$ cat src/mfgf_pkg.sv
package mfgf_pkg;

  // Default encoder range, counts per revolution
  localparam int unsigned EncoderCountsDef = 8192;

  // Reset values of the configuration registers
  localparam logic [10:0] YawIdRst       = 11'h207;
  localparam logic [10:0] PitchIdRst     = 11'h205;
  localparam logic [15:0] YawAngLimRst   = 16'd2000;
  localparam logic [15:0] YawSpdLimRst   = 16'd160;
  localparam logic [15:0] PitchAngLimRst = 16'd3000;
  localparam logic [15:0] PitchSpdLimRst = 16'd500;

  localparam int unsigned CfgIdxW  = 3;
  localparam int unsigned CfgDataW = 16;

  typedef enum logic [CfgIdxW-1:0] {
    RegYawId       = 3'd0,
    RegPitchId     = 3'd1,
    RegYawAngLim   = 3'd2,
    RegYawSpdLim   = 3'd3,
    RegPitchAngLim = 3'd4,
    RegPitchSpdLim = 3'd5
  } mfgf_reg_e;

  typedef enum logic {
    ReqFrame = 1'b0,
    ReqClear = 1'b1
  } mfgf_req_e;

  typedef struct packed {
    mfgf_req_e   req_type;
    logic [10:0] can_id;
    logic [7:0]  byte0;
    logic [7:0]  byte1;
    logic [7:0]  byte2;
    logic [7:0]  byte3;
    logic [7:0]  byte4;
    logic [7:0]  byte5;
    logic [7:0]  byte6;
  } mfgf_req_t;

  typedef struct packed {
    logic               motor_slot;
    logic [15:0]        angle_out;
    logic signed [15:0] speed_out;
    logic signed [15:0] current_out;
    logic [7:0]         temperature_out;
    logic               angle_rejected;
    logic               speed_rejected;
  } mfgf_res_t;

  // Filter state kept for one motor
  typedef struct packed {
    logic [15:0]        angle;
    logic signed [15:0] speed;
    logic               seen;
  } mfgf_slot_t;

endpackage

$ cat src/mfgf_filt.sv
module mfgf_filt #(
  parameter int unsigned EncoderCounts = mfgf_pkg::EncoderCountsDef
) (
  input  mfgf_pkg::mfgf_req_t  req_i,
  input  logic                 slot_i,
  input  mfgf_pkg::mfgf_slot_t old_i,
  input  logic [15:0]          ang_lim_i,
  input  logic [15:0]          spd_lim_i,
  output mfgf_pkg::mfgf_slot_t new_o,
  output mfgf_pkg::mfgf_res_t  res_o
);
  import mfgf_pkg::*;

  localparam logic signed [17:0] Wrap    = 18'(EncoderCounts);
  localparam logic signed [17:0] Half    = 18'(EncoderCounts / 2);
  localparam logic signed [17:0] HalfNeg = 18'(-(EncoderCounts / 2));

  logic [15:0]        ang_new;
  logic signed [15:0] spd_new;
  logic signed [17:0] ang_d;
  logic signed [17:0] ang_w;
  logic signed [17:0] ang_abs;
  logic signed [16:0] spd_d;
  logic signed [16:0] spd_abs;
  logic               ang_rej;
  logic               spd_rej;

  // Unpack big-endian words
  assign ang_new = {req_i.byte0, req_i.byte1};
  assign spd_new = $signed({req_i.byte2, req_i.byte3});

  // Wrap-aware angle change
  always_comb begin
    ang_d = $signed({2'b00, ang_new}) - $signed({2'b00, old_i.angle});
    if (ang_d > Half) begin
      ang_w = ang_d - Wrap;
    end else if (ang_d < HalfNeg) begin
      ang_w = ang_d + Wrap;
    end else begin
      ang_w = ang_d;
    end
    ang_abs = (ang_w < 0) ? -ang_w : ang_w;
  end

  // Absolute speed change
  assign spd_d   = {spd_new[15], spd_new} - {old_i.speed[15], old_i.speed};
  assign spd_abs = (spd_d < 0) ? -spd_d : spd_d;

  // First frame after a clear accepts both values
  assign ang_rej = old_i.seen && (ang_abs > $signed({2'b00, ang_lim_i}));
  assign spd_rej = old_i.seen && (spd_abs > $signed({1'b0, spd_lim_i}));

  // Keep the stored value for a rejected field
  always_comb begin
    new_o.angle = ang_rej ? old_i.angle : ang_new;
    new_o.speed = spd_rej ? old_i.speed : spd_new;
    new_o.seen  = 1'b1;

    res_o.motor_slot      = slot_i;
    res_o.angle_out       = new_o.angle;
    res_o.speed_out       = new_o.speed;
    res_o.current_out     = $signed({req_i.byte4, req_i.byte5});
    res_o.temperature_out = req_i.byte6;
    res_o.angle_rejected  = ang_rej;
    res_o.speed_rejected  = spd_rej;
  end

endmodule

$ cat src/motor_feedback_glitch_filter_unit.sv
// Glitch filter for feedback frames of two motors sharing one bus.
// Input channel (in_valid_i/in_ready_o/in_req_i): a feedback frame or a
// clear request for one motor's filter state. A frame whose identifier
// matches a configured motor identifier yields one result on the output
// channel (out_valid_o/out_ready_i/out_res_o); every other request yields
// none. A clear request for an unknown identifier clears both motors.
// A request passes the input register, then its result is loaded into the
// result register. Throughput: one request per cycle unless a stalled
// receiver holds the flow, as the read-modify-write of the per-motor state
// is done between the two registers. While the receiver stalls, the result
// register holds its value and the input register keeps one more request;
// requests that give no result still drain. Configuration writes
// (cfg_we_i/cfg_idx_i/cfg_wdata_i) take effect at once; the user makes them
// only while the block is idle, as the block itself does not enforce this.
// Reset returns the configuration registers to their default values, clears
// the valid flags and the state of both motors; the first frame per motor is
// then always taken.
module motor_feedback_glitch_filter_unit #(
  parameter int unsigned EncoderCounts = mfgf_pkg::EncoderCountsDef
) (
  input  logic                           clk_i,
  input  logic                           rst_ni,
  input  logic                           in_valid_i,
  output logic                           in_ready_o,
  input  mfgf_pkg::mfgf_req_t            in_req_i,
  output logic                           out_valid_o,
  input  logic                           out_ready_i,
  output mfgf_pkg::mfgf_res_t            out_res_o,
  input  logic                           cfg_we_i,
  input  logic [mfgf_pkg::CfgIdxW-1:0]   cfg_idx_i,
  input  logic [mfgf_pkg::CfgDataW-1:0]  cfg_wdata_i
);
  import mfgf_pkg::*;

  logic [10:0] yaw_id_q, pitch_id_q;
  logic [15:0] yaw_alim_q, yaw_slim_q, pitch_alim_q, pitch_slim_q;

  logic       s1_valid_q;
  mfgf_req_t  s1_q;
  logic       out_valid_q;
  mfgf_res_t  out_q;
  mfgf_slot_t slot_q [2];

  logic       hit0, hit1, hit, slot;
  logic       needs_out, out_free, s1_go;
  mfgf_slot_t slot_new;
  mfgf_res_t  res;
  logic [15:0] alim, slim;

  // Configuration registers
  always_ff @(posedge clk_i or negedge rst_ni) begin
    if (!rst_ni) begin
      yaw_id_q     <= YawIdRst;
      pitch_id_q   <= PitchIdRst;
      yaw_alim_q   <= YawAngLimRst;
      yaw_slim_q   <= YawSpdLimRst;
      pitch_alim_q <= PitchAngLimRst;
      pitch_slim_q <= PitchSpdLimRst;
    end else if (cfg_we_i) begin
      unique case (mfgf_reg_e'(cfg_idx_i))
        RegYawId:       yaw_id_q     <= cfg_wdata_i[10:0];
        RegPitchId:     pitch_id_q   <= cfg_wdata_i[10:0];
        RegYawAngLim:   yaw_alim_q   <= cfg_wdata_i;
        RegYawSpdLim:   yaw_slim_q   <= cfg_wdata_i;
        RegPitchAngLim: pitch_alim_q <= cfg_wdata_i;
        RegPitchSpdLim: pitch_slim_q <= cfg_wdata_i;
        default: ;
      endcase
    end
  end

  // Match identifier, first motor wins
  assign hit0 = (s1_q.can_id == yaw_id_q);
  assign hit1 = !hit0 && (s1_q.can_id == pitch_id_q);
  assign hit  = hit0 || hit1;
  assign slot = hit1;
  assign alim = slot ? pitch_alim_q : yaw_alim_q;
  assign slim = slot ? pitch_slim_q : yaw_slim_q;

  mfgf_filt #(
    .EncoderCounts(EncoderCounts)
  ) u_filt (
    .req_i    (s1_q),
    .slot_i   (slot),
    .old_i    (slot_q[slot]),
    .ang_lim_i(alim),
    .spd_lim_i(slim),
    .new_o    (slot_new),
    .res_o    (res)
  );

  // Handshake: drain requests without a result even while output stalls
  assign needs_out  = (s1_q.req_type == ReqFrame) && hit;
  assign out_free   = !out_valid_q || out_ready_i;
  assign s1_go      = s1_valid_q && (!needs_out || out_free);
  assign in_ready_o = !s1_valid_q || s1_go;

  // Input register
  always_ff @(posedge clk_i or negedge rst_ni) begin
    if (!rst_ni) begin
      s1_valid_q <= 1'b0;
    end else if (in_ready_o) begin
      s1_valid_q <= in_valid_i;
    end
  end

  always_ff @(posedge clk_i) begin
    if (in_valid_i && in_ready_o) begin
      s1_q <= in_req_i;
    end
  end

  // Per-motor filter state: update on frames, clear on clear requests
  always_ff @(posedge clk_i or negedge rst_ni) begin
    if (!rst_ni) begin
      slot_q[0] <= '0;
      slot_q[1] <= '0;
    end else if (s1_go) begin
      if (s1_q.req_type == ReqClear) begin
        if (hit) begin
          slot_q[slot] <= '0;
        end else begin
          slot_q[0] <= '0;
          slot_q[1] <= '0;
        end
      end else if (hit) begin
        slot_q[slot] <= slot_new;
      end
    end
  end

  // Result register
  always_ff @(posedge clk_i or negedge rst_ni) begin
    if (!rst_ni) begin
      out_valid_q <= 1'b0;
    end else if (s1_go && needs_out) begin
      out_valid_q <= 1'b1;
    end else if (out_ready_i) begin
      out_valid_q <= 1'b0;
    end
  end

  always_ff @(posedge clk_i) begin
    if (s1_go && needs_out) begin
      out_q <= res;
    end
  end

  assign out_valid_o = out_valid_q;
  assign out_res_o   = out_q;

  // A fresh motor never rejects
  assert property (@(posedge clk_i) disable iff (!rst_ni)
    (s1_go && needs_out && !slot_q[slot].seen)
      |=> (!out_q.angle_rejected && !out_q.speed_rejected))
    else $error("reject flagged on first frame after clear");

  // A rejected angle leaves the stored angle unchanged
  assert property (@(posedge clk_i) disable iff (!rst_ni)
    (s1_go && needs_out && res.angle_rejected)
      |=> (slot_q[out_q.motor_slot].angle == $past(slot_q[slot].angle)))
    else $error("stored angle changed on rejection");

  // A clear for an unknown identifier clears both motors
  assert property (@(posedge clk_i) disable iff (!rst_ni)
    (s1_go && (s1_q.req_type == ReqClear) && !hit)
      |=> (!slot_q[0].seen && !slot_q[1].seen))
    else $error("global clear missed a motor");

  // A stalled result is not overwritten
  assert property (@(posedge clk_i) disable iff (!rst_ni)
    (out_valid_q && !out_ready_i) |=> (out_valid_q && $stable(out_q)))
    else $error("stalled result lost");

  // The result side only advances with an output slot free
  assert property (@(posedge clk_i) disable iff (!rst_ni)
    (s1_go && needs_out) |-> out_free)
    else $error("result loaded into busy register");

endmodule
$ cat config.mk
export PLATFORM = sky130hd
export DESIGN_NAME = motor_feedback_glitch_filter_unit
export DESIGN_NICKNAME = d
export VERILOG_FILES = /design/src/mfgf_pkg.sv /design/src/mfgf_filt.sv /design/src/motor_feedback_glitch_filter_unit.sv
export SDC_FILE = /design/constraint.sdc
export NUM_CORES = 1
export LEC_CHECK = 0
export ABC_AREA = 1
export BUFFER_PORTS_ARGS = -buffer_cell sky130_fd_sc_hd__buf_2
export CORE_UTILIZATION = 61
export CTS_BUF_LIST = sky130_fd_sc_hd__clkbuf_8
export CTS_CLUSTER_DIAMETER = 80
export DETAILED_ROUTE_END_ITERATION = 7
export GPL_TIMING_DRIVEN = 0
export PLACE_DENSITY = 0.8
export REMOVE_ABC_BUFFERS = 1
export SETUP_SLACK_MARGIN = 0.4
export SYNTH_ARGS = -nofsm -noshare
export SYNTH_HDL_FRONTEND = slang
export SYNTH_SLANG_ARGS = --single-unit
export TNS_END_PERCENT = 1
$ cat constraint.sdc
create_clock -name clk_i -period 12.4 [get_ports clk_i]
set_clock_uncertainty 0.05 [all_clocks]
set_input_delay 1.24 -clock clk_i [delete_from_list [all_inputs] [get_ports clk_i]]
set_output_delay 1.24 -clock clk_i [all_outputs]
set_load 0.005 [all_outputs]
After elaboration in Yosys (flattened, before gate mapping)
Cells that the tools add are included.
{"block": "totals", "word_cells": 100, "output_inout_bits": 61, "ff_bits": 281}
{"block": "classes", "bitwise_logic": 4, "n_eq_ne": 7, "muxes": 19, "add_sub_neg": 6, "reduce_logical": 26, "magnitude_cmp": 8}
{"operator": "$mux 66", "count": 3}
{"operator": "$mux 33", "count": 4}
{"operator": "$and 66x66->66", "count": 1}
{"operator": "$bwmux 66", "count": 1}
{"operator": "$not 66->66", "count": 1}
{"operator": "$mux 16", "count": 4}
{"operator": "$mux 18", "count": 3}
{"operator": "$sub 16x16->17", "count": 2}
{"operator": "$demux 33 s1", "count": 1}
{"operator": "$eq 11x11->1", "count": 2}
{"operator": "$add 18x15->18 const B", "count": 1}
{"operator": "$gt 18x14->1 const B", "count": 1}
{"operator": "$gt 18x17->1", "count": 1}
{"operator": "$lt 18x1->1 const B", "count": 1}
{"operator": "$lt 18x13->1 const B", "count": 1}
{"operator": "$neg 18->18", "count": 1}
{"operator": "$sub 18x15->18 const B", "count": 1}
{"operator": "$gt 17x17->1", "count": 1}
{"operator": "$lt 17x1->1 const B", "count": 1}
{"operator": "$mux 17", "count": 1}
{"operator": "$neg 17->17", "count": 1}
{"operator": "$reduce_and 2->1", "count": 7}
{"operator": "$logic_and 1x1->1", "count": 8}
{"operator": "$eq 3x2->1 const B", "count": 2}
{"operator": "other kinds (11)", "count": 20}

Logic depth before layout (Yosys ltp)
Gate-level depths: netlist of the first run.
{"block": "logic_depth", "depth_word": 19, "depth_mapped": 51}

By module
A second synthesis of the first run with hierarchy kept.
{"block": "hier_totals", "cells_unflattened": 2076, "hier_area_um2": 16479.6}
{"module": "motor_feedback_glitch_filter_unit", "seq_area_each_um2": 7702.4, "area_each_um2": 11835.1, "instances": 1, "cells_per_inst": 1253}
{"module": "mfgf_filt", "seq_area_each_um2": 0.0, "area_each_um2": 4644.5, "instances": 1, "cells_per_inst": 823}

Worst setup path after synthesis of the first run
No wires, ideal clock.
{"block": "synth_path", "path_type": "register -> register", "start": "register yaw_id_q[9]", "end": "register out_q (netlist bit out_res_o[47]) (data pin)", "arrival_time_ps": 5877, "synth_period_minus_slack_ps": 6182, "path_stages_with_launch": 42, "setup_time_ps": 255, "setup_slack_ps": 6218, "cell_sequence": "dfstp_2 nand2_1 nand2_1 nand2_1 nor2_1 nand3_4 nand2_4 clkbuf_4 clkbuf_1 nand2_1 o21ai_0 ha_1 a21oi_1 inv_1 a21oi_1 nor2_1 a2111oi_0 nand3_1 (+6 left out) o31ai_1 xor2_1 inv_1 ha_1 nand2_1 inv_1 nand3_1 nor3_1 nand2_1 o2111a_1 o21ai_0 nand2_1 o21ai_1 inv_1 nand2_4 buf_4 nand3_1 and2_1"}
{"element": "start, declared", "line_no": "motor_feedback_glitch_filter_unit.sv:35", "text": "logic [10:0] yaw_id_q, pitch_id_q;"}
{"element": "start signal, assigned", "line_no": "motor_feedback_glitch_filter_unit.sv:53", "text": "yaw_id_q <= YawIdRst;"}
{"element": "start signal, assigned", "line_no": "motor_feedback_glitch_filter_unit.sv:61", "text": "RegYawId: yaw_id_q <= cfg_wdata_i[10:0];"}
{"element": "end signal, assigned", "line_no": "motor_feedback_glitch_filter_unit.sv:145", "text": "out_q <= res;"}
{"element": "end, declared", "line_no": "motor_feedback_glitch_filter_unit.sv:41", "text": "mfgf_res_t out_q;"}

==> report_table.html, run 1 <==
<table>
<tr><th>Metric</th><th>Value</th></tr>
<tr><th colspan="2">Status</th></tr>
<tr><td>Run status</td><td>finished clean</td></tr>
<tr><th colspan="2">Power</th></tr>
<tr><td>Leakage</td><td>8.53 nW</td></tr>
<tr><td>Peak supply drop</td><td>178 uV</td></tr>
<tr><td>Relative contribution of sequential cells to total power</td><td>29.7%</td></tr>
<tr><td>Share of power burned in combinational logic</td><td>51.4%</td></tr>
<tr><td>Power Density</td><td>240 nW/um^2</td></tr>
<tr><td>Sw frac</td><td>43.6%</td></tr>
<tr><td>Cell-internal power</td><td>2.35 mW</td></tr>
<tr><td>P_sw</td><td>1.82 mW</td></tr>
<tr><td>Clock group share of total power</td><td>19.0%</td></tr>
<tr><th colspan="2">Layout</th></tr>
<tr><td>Post-layout instance count excluding filler cells</td><td>2225</td></tr>
<tr><td>Final net count</td><td>2022</td></tr>
<tr><td>Fin util</td><td>70.8%</td></tr>
<tr><td>Number of diodes added for antenna fixing</td><td>0</td></tr>
<tr><td>Most common library cell in the layout ignoring fill and taps</td><td>sky130_fd_sc_hd__nand2_1</td></tr>
<tr><td>Synth-to-layout area growth</td><td>12.7%</td></tr>
<tr><td>Top library cells by usage in the layout, fill and taps aside</td><td>sky130_fd_sc_hd__nand2_1, sky130_fd_sc_hd__inv_1, sky130_fd_sc_hd__o21ai_0</td></tr>
<tr><td>Layout cells sized above 1</td><td>17.9%</td></tr>
<tr><th colspan="2">Timing</th></tr>
<tr><td>Number of slew-limit violations in the final report</td><td>0</td></tr>
<tr><td>Number of failing setup endpoints in the final timing report</td><td>0</td></tr>
<tr><td>Number of hold violations in the final report</td><td>0</td></tr>
<tr><td>Worst rel slew slack</td><td>10.4%</td></tr>
<tr><td>Unrepaired setup endpoints after global routing</td><td>false</td></tr>
<tr><td>Sum Neg Setup Slack</td><td>0 ns</td></tr>
<tr><td>Worst-margin pin slew</td><td>1.34 ns</td></tr>
<tr><td>Minimum period implied by the final worst setup slack</td><td>8.76 ns</td></tr>
<tr><td>Max frequency</td><td>0.114 GHz</td></tr>
<tr><td>Final period util</td><td>70.7%</td></tr>
<tr><th colspan="2">Drt</th></tr>
<tr><td>Antenna violation net count after detailed routing</td><td>0</td></tr>
<tr><td>Drt via density</td><td>5.67</td></tr>
<tr><td>Average detailed-routed wire length per instance</td><td>16.3 um</td></tr>
<tr><td>Total vias in the final route</td><td>12600</td></tr>
<tr><td>Router iterations before antenna repair</td><td>5</td></tr>
<tr><td>Total wire length after detailed routing</td><td>36300 um</td></tr>
<tr><td>Initial detailed-routing violation count</td><td>903</td></tr>
<tr><td>Detailed-route DRC error count</td><td>0</td></tr>
<tr><th colspan="2">Hold path</th></tr>
<tr><td>Cell depth of the worst min-delay path</td><td>0</td></tr>
<tr><td>Class of the most critical hold timing path</td><td>register to register</td></tr>
<tr><td>Hold Startpoint</td><td>s1_q[20]</td></tr>
<tr><th colspan="2">Yosys</th></tr>
<tr><td>Total of warnings raised by yosys</td><td>0</td></tr>
<tr><td>Number of unique standard cell types used by synthesis</td><td>56</td></tr>
<tr><td>Synthesized area</td><td>15400 sq um</td></tr>
<tr><td>Fraction of synthesis flops using an asynchronous set or reset pin</td><td>54.8%</td></tr>
<tr><td>Sequential share of the synthesized area</td><td>49.9%</td></tr>
<tr><td>Synth Area per Inst</td><td>8.97 sq um</td></tr>
<tr><td>Number of flops mapped to enable cells by yosys</td><td>127</td></tr>
<tr><td>Register bit total from synthesis</td><td>281</td></tr>
<tr><td>Cell count after synthesis</td><td>1719</td></tr>
<tr><td>Commonest register cell after synthesis</td><td>sky130_fd_sc_hd__edfxtp_1</td></tr>
<tr><th colspan="2">Critical path</th></tr>
<tr><td>Largest stage delay, worst path</td><td>0.99 ns</td></tr>
<tr><td>Crit path max-delay cell type</td><td>sky130_fd_sc_hd__nand2_4</td></tr>
<tr><td>Data required time of the worst path</td><td>12.83 ns</td></tr>
<tr><td>Kind of capture point of the worst setup path</td><td>register</td></tr>
<tr><td>CP Launch Type</td><td>register</td></tr>
<tr><td>Highest net fanout along the worst path</td><td>100</td></tr>
<tr><td>Launch instance of the worst register-to-register path</td><td>yaw_id_q[2]</td></tr>
<tr><td>Number of cells on the worst reg-to-reg path</td><td>39</td></tr>
<tr><td>Data arrival time of the worst path</td><td>9.19 ns</td></tr>
<tr><td>Critical path class</td><td>register to register</td></tr>
<tr><td>Start point of the critical path</td><td>yaw_id_q[2]</td></tr>
<tr><td>Most frequent CP cell</td><td>sky130_fd_sc_hd__nand2_1</td></tr>
<tr><th colspan="2">Placement</th></tr>
<tr><td>Number of buffers inserted by port buffering</td><td>152</td></tr>
<tr><td>Number of placed instances, taps included</td><td>2138</td></tr>
<tr><td>Final RePlAce weighted congestion</td><td>0.923</td></tr>
<tr><td>Placed wire-length estimate</td><td>24300 um</td></tr>
<tr><th colspan="2">Global routing</th></tr>
<tr><td>Number of global-route vias before repair</td><td>12300</td></tr>
<tr><td>Antenna violations before repair</td><td>0</td></tr>
<tr><td>Wire length of the first global-routing pass</td><td>58900 um</td></tr>
<tr><td>Pin count of the biggest net entering global routing</td><td>101</td></tr>
<tr><td>GR Overflow Total</td><td>0</td></tr>
<tr><td>Global-route total usage across every layer</td><td>28.4%</td></tr>
<tr><th colspan="2">Floorplanning</th></tr>
<tr><td>Core footprint</td><td>24500 sq um</td></tr>
<tr><td>I/O pin total</td><td>153</td></tr>
<tr><td>Initial Util</td><td>62.9%</td></tr>
<tr><td>Die span in x</td><td>161 um</td></tr>
<tr><td>Die Span Y</td><td>161 um</td></tr>
<tr><td>Die area</td><td>25900 sq um</td></tr>
<tr><td>Standard-cell rows</td><td>57</td></tr>
<tr><th colspan="2">Clock network</th></tr>
<tr><td>Clock transition at path regs</td><td>0.07 ns</td></tr>
<tr><td>Number of cells upsized or downsized after cts</td><td>0</td></tr>
<tr><td>Post-CTS Setup Repair Bufs</td><td>0</td></tr>
<tr><td>Skew-Pair Late Insertion Delay</td><td>0.58 ns</td></tr>
<tr><td>Number of buffers added to fix hold violations after cts</td><td>0</td></tr>
<tr><td>Clock tree from TritonCTS</td><td>built</td></tr>
<tr><td>CTS Root Buffer Type</td><td>sky130_fd_sc_hd__clkbuf_8</td></tr>
<tr><td>H-tree levels</td><td>2</td></tr>
<tr><td>Largest buffer count on any clock path</td><td>3</td></tr>
<tr><td>Number of buffers created by CTS</td><td>46</td></tr>
<tr><td>Number of clock sinks seen by CTS</td><td>281</td></tr>
<tr><th colspan="2">Job</th></tr>
<tr><td>Number of max-capacitance violations reported</td><td>0</td></tr>
</table>
-- cell usage after synthesis (7+ instances only) --
cell / instances / area share [%]
sky130_fd_sc_hd__ha_1: 66 / 5.4
sky130_fd_sc_hd__mux2i_1: 30 / 1.9
sky130_fd_sc_hd__a21oi_2: 9 / 0.51
sky130_fd_sc_hd__nand2_2: 25 / 1.0
sky130_fd_sc_hd__a22oi_1: 18 / 0.88
sky130_fd_sc_hd__a2bb2oi_1: 15 / 0.85
sky130_fd_sc_hd__dfrtp_1: 126 / 20
sky130_fd_sc_hd__xor2_1: 33 / 1.9
sky130_fd_sc_hd__or2_2: 13 / 0.53
sky130_fd_sc_hd__nand2_1: 406 / 9.9
sky130_fd_sc_hd__o21ai_0: 190 / 6.2
sky130_fd_sc_hd__xnor2_1: 17 / 0.97
sky130_fd_sc_hd__a21oi_1: 71 / 2.3
sky130_fd_sc_hd__a31oi_1: 34 / 1.4
sky130_fd_sc_hd__and2_1: 16 / 0.65
sky130_fd_sc_hd__inv_1: 205 / 5.0
sky130_fd_sc_hd__nand2_4: 16 / 1.2
sky130_fd_sc_hd__nand3_1: 98 / 3.2
sky130_fd_sc_hd__nor2_1: 45 / 1.1
sky130_fd_sc_hd__dfstp_2: 28 / 4.8
sky130_fd_sc_hd__edfxtp_1: 127 / 25
sky130_fd_sc_hd__nand4_1: 7 / 0.28
sky130_fd_sc_hd__clkbuf_1: 43 / 1.0
sky130_fd_sc_hd__nor3_1: 13 / 0.42
-- cell type report --
type	instances	area [sq um]
Clock buffer	54	743
Clock inverter	32	168
Fill cell	1887	7160
Inverter	211	795
Multi-Input combinational cell	1165	6650
Sequential cell	281	7700
Tap cell	324	405
Timing Repair Buffer	158	917
-- final timing paths --
path,end,slack [ns]
max reg2reg,slot_q[49],3.64
min reg2reg,out_res_o[22],0.37
max,slot_q[49],3.64
max in group asynchronous,yaw_id_q[0],10.74
min in group asynchronous,slot_q[62],0.63
min,out_res_o[22],0.37
-- per-layer routing --
layer	up-vias	GRT usage (%)	part of all wire (%)
met5	-	0	0
met4	0	10.6	2.4
met3	83	3.88	5.9
met2	460	49.8	51
met1	5998	35.7	41
li1	6064	-	-
-- worst max-delay path: cells and delay by family, from the launching register on --
kind                       cells  cell delay [ns]
xor gates and xnor gates       1             0.12
adders and majority gates      2             0.72
buffers and inverters          2             0.38
and+or+nand+nor               17             3.05
DFF                            1             0.53
AOI/OAI and AO/OA             17             3.75
-- power groups by stage --
stage	combinational [mW]	clock [mW]	sequential, mW
5_1_grt	2.44	0.846	1.25
4_1_cts	2.14	0.804	1.23
3_3_place_gp	2.04	0	1.24
3_5_place_dp	2.12	0	1.25
2_1_floorplan	1.65	0	1.23
6_report	2.14	0.792	1.24
-- registers in the layout (all words and copies together), names as in the netlist --
register      count
yaw_id_q         11
s1_q             68
pitch_slim_q     16
out_valid_o       1
out_res_o        59
slot_q           66
yaw_alim_q       16
pitch_alim_q     16
s1_valid_q        1
pitch_id_q       11
yaw_slim_q       16
-- metrics by stage --
step / setup slack (ns) / power [mW] / area [sq um] / hold WS, ns
2_1_floorplan: 5.75 / 2.88 / 15100 / 0.350
3_3_place_gp: 4.08 / 3.28 / 16300 / 0.350
3_5_place_dp: 4.03 / 3.37 / 16400 / 0.355
4_1_cts: 3.85 / 4.17 / 17300 / 0.365
5_1_grt: 2.84 / 4.54 / 17400 / 0.372
6_report: 3.64 / 4.17 / 17400 / 0.368
-- cells by family (layout without fill, tap and decap cells) --
| kind of cell | count (synthesis) | count (layout) | synth area share, % |
|---|---|---|---|
| AOI/OAI and AO/OA | 355 | 355 | 13.1 |
| xor gates and xnor gates | 50 | 50 | 2.84 |
| adders and majority gates | 67 | 67 | 5.48 |
| buffers and inverters | 273 | 455 | 7.09 |
| DFF | 281 | 281 | 49.9 |
| muxes | 30 | 30 | 1.95 |
| and+or+nand+nor | 663 | 663 | 19.6 |
No activity file was read; power rests on OpenSTA's default activity.
==> run 2, diff against run 1 <==
- CORE_UTILIZATION: 61 -> 56
- PLACE_DENSITY: 0.8 -> 0.77
- clock period: 12.4 -> 7.5 ns (I/O delays scaled with it)
==> run 2 against run 1 <==
Compared with the run above:
- sequential power up 65%
- total power up 72%
- final cell count up 1.5%
- routed wire length up 3.8%
- register-to-register slack worse by 2.8 ns
- largest cell class unchanged
- maximum frequency up 31%
- critical path type unchanged
- critical path depth down 2
- via count up 0.83%
- combinational power up 74%
- flip-flop and latch count unchanged
==> report_table.html, run 2 (synthesized netlist as in run 1, its figures left out) <==
<table>
<tr><th>Metric</th><th>Value</th></tr>
<tr><th colspan="2">Status</th></tr>
<tr><td>Run status</td><td>finished clean</td></tr>
<tr><th colspan="2">Critical path</th></tr>
<tr><td>Most frequent CP cell</td><td>sky130_fd_sc_hd__nand2_1</td></tr>
<tr><td>Data required time of the worst path</td><td>7.85 ns</td></tr>
<tr><td>Crit path max-delay cell type</td><td>sky130_fd_sc_hd__dfstp_2</td></tr>
<tr><td>Kind of capture point of the worst setup path</td><td>register</td></tr>
<tr><td>Critical path class</td><td>register to register</td></tr>
<tr><td>CP Launch Type</td><td>register</td></tr>
<tr><td>Data arrival time of the worst path</td><td>7.03 ns</td></tr>
<tr><td>Highest net fanout along the worst path</td><td>17</td></tr>
<tr><td>Largest stage delay, worst path</td><td>0.54 ns</td></tr>
<tr><th colspan="2">Floorplanning</th></tr>
<tr><td>Core footprint</td><td>27000 sq um</td></tr>
<tr><td>Standard-cell rows</td><td>60</td></tr>
<tr><td>Die Span Y</td><td>168 um</td></tr>
<tr><td>Die area</td><td>28200 sq um</td></tr>
<tr><td>Die span in x</td><td>168 um</td></tr>
<tr><td>Initial Util</td><td>57.2%</td></tr>
<tr><td>I/O pin total</td><td>153</td></tr>
<tr><th colspan="2">Power</th></tr>
<tr><td>P_sw</td><td>3.15 mW</td></tr>
<tr><td>Leakage</td><td>8.64 nW</td></tr>
<tr><td>Relative contribution of sequential cells to total power</td><td>28.5%</td></tr>
<tr><td>Power consumption</td><td>7.19 mW</td></tr>
<tr><td>Sw frac</td><td>43.8%</td></tr>
<tr><td>Peak supply drop</td><td>265 uV</td></tr>
<tr><td>Clock group share of total power</td><td>19.6%</td></tr>
<tr><td>Power Density</td><td>405 nW/um^2</td></tr>
<tr><td>Share of power burned in combinational logic</td><td>51.9%</td></tr>
<tr><td>Cell-internal power</td><td>4.04 mW</td></tr>
<tr><th colspan="2">Layout</th></tr>
<tr><td>Top library cells by usage in the layout, fill and taps aside</td><td>sky130_fd_sc_hd__nand2_1, sky130_fd_sc_hd__inv_1, sky130_fd_sc_hd__o21ai_0</td></tr>
<tr><td>Number of flip-flops under the largest register name</td><td>68</td></tr>
<tr><td>Most common library cell in the layout ignoring fill and taps</td><td>sky130_fd_sc_hd__nand2_1</td></tr>
<tr><td>Number of diodes added for antenna fixing</td><td>0</td></tr>
<tr><td>Filler Cells Inserted</td><td>2199</td></tr>
<tr><td>Synth-to-layout area growth</td><td>15.0%</td></tr>
<tr><td>Layout cells sized above 1</td><td>19.7%</td></tr>
<tr><td>Register with the most flip-flops</td><td>s1_q</td></tr>
<tr><td>Post-route design area</td><td>17700 sq um</td></tr>
<tr><td>Final net count</td><td>2039</td></tr>
<tr><th colspan="2">Global routing</th></tr>
<tr><td>Antenna violations before repair</td><td>0</td></tr>
<tr><td>GR Overflow Total</td><td>0</td></tr>
<tr><td>Wire length of the first global-routing pass</td><td>59800 um</td></tr>
<tr><td>Number of global-route vias before repair</td><td>12500</td></tr>
<tr><td>Global-route total usage across every layer</td><td>26.4%</td></tr>
<tr><td>Pin count of the biggest net entering global routing</td><td>103</td></tr>
<tr><th colspan="2">Drt</th></tr>
<tr><td>Average detailed-routed wire length per instance</td><td>16.7 um</td></tr>
<tr><td>Drt via density</td><td>5.63</td></tr>
<tr><td>Highest layer used for signal routing</td><td>met4</td></tr>
<tr><td>Total vias in the final route</td><td>12700</td></tr>
<tr><td>Router iterations before antenna repair</td><td>5</td></tr>
<tr><td>Detailed-routed wire length on met3</td><td>2320 um</td></tr>
<tr><td>Met1 WL</td><td>15500 um</td></tr>
<tr><td>Initial detailed-routing violation count</td><td>1078</td></tr>
<tr><td>Total wire length after detailed routing</td><td>37700 um</td></tr>
<tr><td>Antenna violation net count after detailed routing</td><td>0</td></tr>
<tr><td>Detailed route wirelength on metal2</td><td>18900 um</td></tr>
<tr><td>Detailed-route DRC error count</td><td>0</td></tr>
<tr><th colspan="2">Timing</th></tr>
<tr><td>Final period util</td><td>89.0%</td></tr>
<tr><td>Number of hold violations in the final report</td><td>0</td></tr>
<tr><td>Worst rel slew slack</td><td>11.4%</td></tr>
<tr><td>Minimum period implied by the final worst setup slack</td><td>6.68 ns</td></tr>
<tr><td>Final worst slack</td><td>0.824 ns</td></tr>
<tr><td>Sum Neg Setup Slack</td><td>0 ns</td></tr>
<tr><td>Worst hold margin</td><td>0.0821 ns</td></tr>
<tr><td>Worst-margin pin slew</td><td>1.33 ns</td></tr>
<tr><td>Unrepaired setup endpoints after global routing</td><td>true</td></tr>
<tr><td>Number of slew-limit violations in the final report</td><td>0</td></tr>
<tr><td>Number of failing setup endpoints in the final timing report</td><td>0</td></tr>
<tr><td>Max frequency</td><td>0.150 GHz</td></tr>
<tr><th colspan="2">Placement</th></tr>
<tr><td>Number of buffers inserted by port buffering</td><td>152</td></tr>
<tr><td>Final RePlAce weighted congestion</td><td>0.881</td></tr>
<tr><td>Placed Area</td><td>16500 sq um</td></tr>
<tr><td>Placed wire-length estimate</td><td>24200 um</td></tr>
<tr><td>Worst setup slack after placement</td><td>-1.00 ns</td></tr>
<tr><th colspan="2">Job</th></tr>
<tr><td>Number of max-capacitance violations reported</td><td>0</td></tr>
<tr><th colspan="2">Clock network</th></tr>
<tr><td>H-tree levels</td><td>2</td></tr>
<tr><td>Number of buffers created by CTS</td><td>47</td></tr>
<tr><td>Skew-Pair Late Insertion Delay</td><td>0.58 ns</td></tr>
<tr><td>CTS Root Buffer Type</td><td>sky130_fd_sc_hd__clkbuf_8</td></tr>
<tr><td>Clock transition at path regs</td><td>0.07 ns</td></tr>
<tr><td>Number of clock sinks seen by CTS</td><td>281</td></tr>
<tr><td>Clock tree from TritonCTS</td><td>built</td></tr>
<tr><td>Largest buffer count on any clock path</td><td>3</td></tr>
<tr><th colspan="2">Hold path</th></tr>
<tr><td>Class of the most critical hold timing path</td><td>primary input to async pin</td></tr>
</table>
run 2: changes by cell type in the layout (fill, tap and decap cells not counted), sizes merged:
cell	change
buf	+11
clkbuf	+8
clkinv	+1
clkinvlp	-1
inv	-7
nand2	+5
run 2: per-stage QoR:
stage | utilization [%] | instances
finish | 65.8 | 2259
floorplan | - | 1657
CTS | 64.9 | 2244
global placement | 60.5 | 2150
detailed placement | 61.1 | 2156
global route | 65.8 | 2259
run 2: final timing paths:
| kind | from | to | slack (ns) | depth (start not counted) |
|---|---|---|---|---|
| setup / recovery | pitch_id_q[2] | out_res_o[44] | 0.82 | 37 |
| hold / removal | rst_ni | slot_q[62] | 0.08 | 1 |
| setup reg to reg | pitch_id_q[2] | out_res_o[44] | 0.82 | 37 |
| hold reg to reg | s1_q[15] | out_res_o[17] | 0.37 | 0 |
| max in group asynchronous | rst_ni | yaw_id_q[2] | 6.35 | 2 |
| min in group clk_i | in_req_i[44] | s1_q[44] | 0.30 | 1 |
run 2: final cells by class:
type | instances | area [sq um] | area share, %
inverters | 211 | 795 | 4.48
flip-flops and latches | 281 | 7700 | 43.4
clock inverters | 25 | 145 | 0.818
well taps | 341 | 427 | 2.41
clock buffers | 62 | 853 | 4.81
multi-input cells | 1170 | 6800 | 38.3
repair buffers | 169 | 1010 | 5.71
run 2: what timing repair did:
action                                  CTS  global route
endpoints found under the setup margin   98            98
hold buffers                              0             0
resized for setup                         8            31
gates cloned                              1             4
pin swaps                                 1             9
buffers inserted                          0            11
run 2: power by group through the flow:
stage / logic, mW / registers (mW) / clock network [mW]
3_3_place_gp: 3.38 / 2.06 / 0
5_1_grt: 4.24 / 2.07 / 1.50
3_5_place_dp: 3.53 / 2.07 / 0
2_1_floorplan: 2.73 / 2.03 / 0
6_report: 3.73 / 2.05 / 1.41
4_1_cts: 3.58 / 2.04 / 1.43
run 2: layer usage:
layer,up-vias,global-route usage (%)
li1,6094,-
met1,6079,32.4
met2,448,47.0
met3,88,3.95
met4,0,9.69
met5,-,0
run 2: worst max-delay path, delay by kind of cell (launching register included):
family	cells	cell delay (ns)
xor+xnor	1	0.21
fa+ha+maj	2	0.70
simple gates	21	3.05
compound gates	9	1.56
flops	1	0.54
buf+inv	4	0.37
==> run 3, diff against run 2 <==
- CORE_UTILIZATION: 56 -> 61
- PLACE_DENSITY: 0.77 -> 0.8
- clock period: 7.5 -> 7.01 ns (I/O delays scaled with it)
==> run 3 against run 2 <==
Compared with the run above:
- critical path depth stayed put
- first-iteration DRC count shrank 1.6%
- total power rose by 11%
- final cell count shrank 0.62%
- non-clock buffer count shrank 1
- largest power group unchanged
==> report_table.html, run 3 (synthesized netlist as in run 1, its figures left out) <==
<table>
<tr><th>Metric</th><th>Value</th></tr>
<tr><th colspan="2">Power</th></tr>
<tr><td>Sw frac</td><td>45.4%</td></tr>
<tr><td>P_sw</td><td>3.62 mW</td></tr>
<tr><td>Clock group share of total power</td><td>17.7%</td></tr>
<tr><td>Power Density</td><td>446 nW/um^2</td></tr>
<tr><td>Peak supply drop</td><td>393 uV</td></tr>
<tr><td>Power consumption</td><td>7.96 mW</td></tr>
<tr><td>Leakage</td><td>8.66 nW</td></tr>
<tr><td>Share of power burned in combinational logic</td><td>54.8%</td></tr>
<tr><td>Cell-internal power</td><td>4.34 mW</td></tr>
<tr><td>Relative contribution of sequential cells to total power</td><td>27.5%</td></tr>
<tr><th colspan="2">Clock network</th></tr>
<tr><td>CTS Root Buffer Type</td><td>sky130_fd_sc_hd__clkbuf_8</td></tr>
<tr><td>Number of clock sinks seen by CTS</td><td>281</td></tr>
<tr><td>Clock tree from TritonCTS</td><td>built</td></tr>
<tr><td>Clock transition at path regs</td><td>0.07 ns</td></tr>
<tr><td>H-tree levels</td><td>2</td></tr>
<tr><td>Number of buffers added to fix hold violations after cts</td><td>0</td></tr>
<tr><td>Largest buffer count on any clock path</td><td>3</td></tr>
<tr><td>Skew-Pair Late Insertion Delay</td><td>0.58 ns</td></tr>
<tr><td>Number of buffers created by CTS</td><td>46</td></tr>
<tr><th colspan="2">Layout</th></tr>
<tr><td>Synth-to-layout area growth</td><td>15.6%</td></tr>
<tr><td>Multi-input gate area</td><td>7020 sq um</td></tr>
<tr><td>Number of flip-flops under the largest register name</td><td>68</td></tr>
<tr><td>Final net count</td><td>2042</td></tr>
<tr><td>Post-layout instance count excluding filler cells</td><td>2245</td></tr>
<tr><td>Layout cells sized above 1</td><td>21.2%</td></tr>
<tr><td>Area taken by flip-flops and latches</td><td>7700 sq um</td></tr>
<tr><td>Most common library cell in the layout ignoring fill and taps</td><td>sky130_fd_sc_hd__nand2_1</td></tr>
<tr><td>Post-route design area</td><td>17800 sq um</td></tr>
<tr><td>Number of diodes added for antenna fixing</td><td>0</td></tr>
<tr><td>Top library cells by usage in the layout, fill and taps aside</td><td>sky130_fd_sc_hd__nand2_1, sky130_fd_sc_hd__inv_1, sky130_fd_sc_hd__o21ai_0</td></tr>
<tr><td>Register with the most flip-flops</td><td>s1_q</td></tr>
<tr><td>Filler Cells Inserted</td><td>1797</td></tr>
<tr><th colspan="2">Drt</th></tr>
<tr><td>Initial detailed-routing violation count</td><td>1061</td></tr>
<tr><td>Detailed-route DRC error count</td><td>0</td></tr>
<tr><td>Total wire length after detailed routing</td><td>38500 um</td></tr>
<tr><td>Antenna violation net count after detailed routing</td><td>0</td></tr>
<tr><td>Average detailed-routed wire length per instance</td><td>17.1 um</td></tr>
<tr><td>Total vias in the final route</td><td>12900</td></tr>
<tr><td>Router iterations before antenna repair</td><td>6</td></tr>
<tr><td>Drt via density</td><td>5.76</td></tr>
<tr><th colspan="2">Global routing</th></tr>
<tr><td>Pin count of the biggest net entering global routing</td><td>89</td></tr>
<tr><td>Antenna violations before repair</td><td>0</td></tr>
<tr><td>GR Overflow Total</td><td>0</td></tr>
<tr><td>Wire length of the first global-routing pass</td><td>60000 um</td></tr>
<tr><td>Global-route total usage across every layer</td><td>29.0%</td></tr>
<tr><td>Number of global-route vias before repair</td><td>12500</td></tr>
<tr><th colspan="2">Placement</th></tr>
<tr><td>Number of buffers inserted by port buffering</td><td>152</td></tr>
<tr><td>Placed Area</td><td>16400 sq um</td></tr>
<tr><td>Number of placed instances, taps included</td><td>2138</td></tr>
<tr><td>Placed wire-length estimate</td><td>24300 um</td></tr>
<tr><td>Final RePlAce weighted congestion</td><td>0.923</td></tr>
<tr><th colspan="2">Timing</th></tr>
<tr><td>Max frequency</td><td>0.161 GHz</td></tr>
<tr><td>Unrepaired setup endpoints after global routing</td><td>true</td></tr>
<tr><td>Minimum period implied by the final worst setup slack</td><td>6.23 ns</td></tr>
<tr><td>Worst-margin pin slew</td><td>1.33 ns</td></tr>
<tr><td>Final period util</td><td>88.8%</td></tr>
<tr><td>Number of hold violations in the final report</td><td>0</td></tr>
<tr><td>Number of failing setup endpoints in the final timing report</td><td>0</td></tr>
<tr><td>Number of slew-limit violations in the final report</td><td>0</td></tr>
<tr><td>Worst rel slew slack</td><td>11.1%</td></tr>
<tr><th colspan="2">Job</th></tr>
<tr><td>Number of max-capacitance violations reported</td><td>0</td></tr>
<tr><th colspan="2">Floorplanning</th></tr>
<tr><td>I/O pin total</td><td>153</td></tr>
<tr><td>Die Span Y</td><td>161 um</td></tr>
<tr><td>Core footprint</td><td>24500 sq um</td></tr>
<tr><td>Die area</td><td>25900 sq um</td></tr>
<tr><td>Standard-cell rows</td><td>57</td></tr>
<tr><td>Initial Util</td><td>62.9%</td></tr>
<tr><td>Die span in x</td><td>161 um</td></tr>
<tr><th colspan="2">Critical path</th></tr>
<tr><td>Critical path class</td><td>register to register</td></tr>
<tr><td>CP Launch Type</td><td>register</td></tr>
<tr><td>Crit path max-delay cell type</td><td>sky130_fd_sc_hd__dfstp_2</td></tr>
<tr><td>Highest net fanout along the worst path</td><td>25</td></tr>
<tr><td>Data arrival time of the worst path</td><td>6.65 ns</td></tr>
<tr><td>Kind of capture point of the worst setup path</td><td>register</td></tr>
<tr><td>Most frequent CP cell</td><td>sky130_fd_sc_hd__nand2_1</td></tr>
<tr><td>Number of cells on the worst reg-to-reg path</td><td>37</td></tr>
<tr><td>Largest stage delay, worst path</td><td>0.53 ns</td></tr>
<tr><td>Data required time of the worst path</td><td>7.43 ns</td></tr>
<tr><th colspan="2">Status</th></tr>
<tr><td>Run status</td><td>finished clean</td></tr>
<tr><th colspan="2">Hold path</th></tr>
<tr><td>Class of the most critical hold timing path</td><td>primary input to async pin</td></tr>
</table>
[run 3: timing repair]
action                     4_1_cts  5_1_grt
cloned                           3        7
setup buffers                    3        7
setup endpoints to repair       98       98
pin swaps                        3       13
gates resized for setup         22       80
[run 3: per-stage QoR]
step,worst slack (ns),setup TNS (ns),util (%),hold WS (ns)
floorplan,0.361,0,-,0.350
global placement,-1.31,-99.52,66.4,0.350
detailed placement,-1.36,-101.28,67.0,0.355
CTS,0.382,0,71.1,0.102
global route,0.341,0,72.7,0.125
finish,0.783,0,72.7,0.0904
[run 3: area by class of cell]
type | count | area share, %
Sequential cell | 281 | 43.2
Inverter | 211 | 4.46
Timing Repair Buffer | 168 | 5.61
Multi-Input combinational cell | 1175 | 39.4
Tap cell | 324 | 2.27
Clock inverter | 32 | 0.940
Clock buffer | 54 | 4.17
[run 3: worst max-delay path: cells and delay by family (launching register included)]
kind	cells	cell delay (ns)
AND/OR/NAND/NOR	14	1.71
flip-flops	1	0.53
AO/OA/AOI/OAI	15	2.27
buffers and inverters	4	0.53
XOR/XNOR	2	0.30
adder cells (fa/ha/maj)	2	0.72
[run 3: final timing paths]
kind                         startpoint            end  slack [ns]
setup reg to reg            yaw_id_q[2]     slot_q[47]        0.78
hold reg to reg                s1_q[20]  out_res_o[22]        0.37
hold / removal                   rst_ni     slot_q[62]        0.09
min in group clk_i         in_req_i[36]       s1_q[36]        0.25
max in group asynchronous        rst_ni  yaw_slim_q[5]        5.88
setup / recovery            yaw_id_q[2]     slot_q[47]        0.78
[run 3: power groups by stage]
stage | logic (mW) | clock network (mW) | registers, mW
3_5_place_dp | 3.75 | 0 | 2.21
3_3_place_gp | 3.61 | 0 | 2.20
4_1_cts | 3.83 | 1.42 | 2.18
6_report | 4.36 | 1.41 | 2.19
5_1_grt | 4.87 | 1.50 | 2.21
2_1_floorplan | 2.92 | 0 | 2.17
[run 3: metal layers]
metal / part of all wire [%] / track usage (%) / wire (um)
met3: 7.1 / 4.52 / 2740
met5: 0 / 0 / 0
met2: 50 / 50.5 / 19200
met4: 3.7 / 11.8 / 1410
met1: 39 / 36.2 / 15100
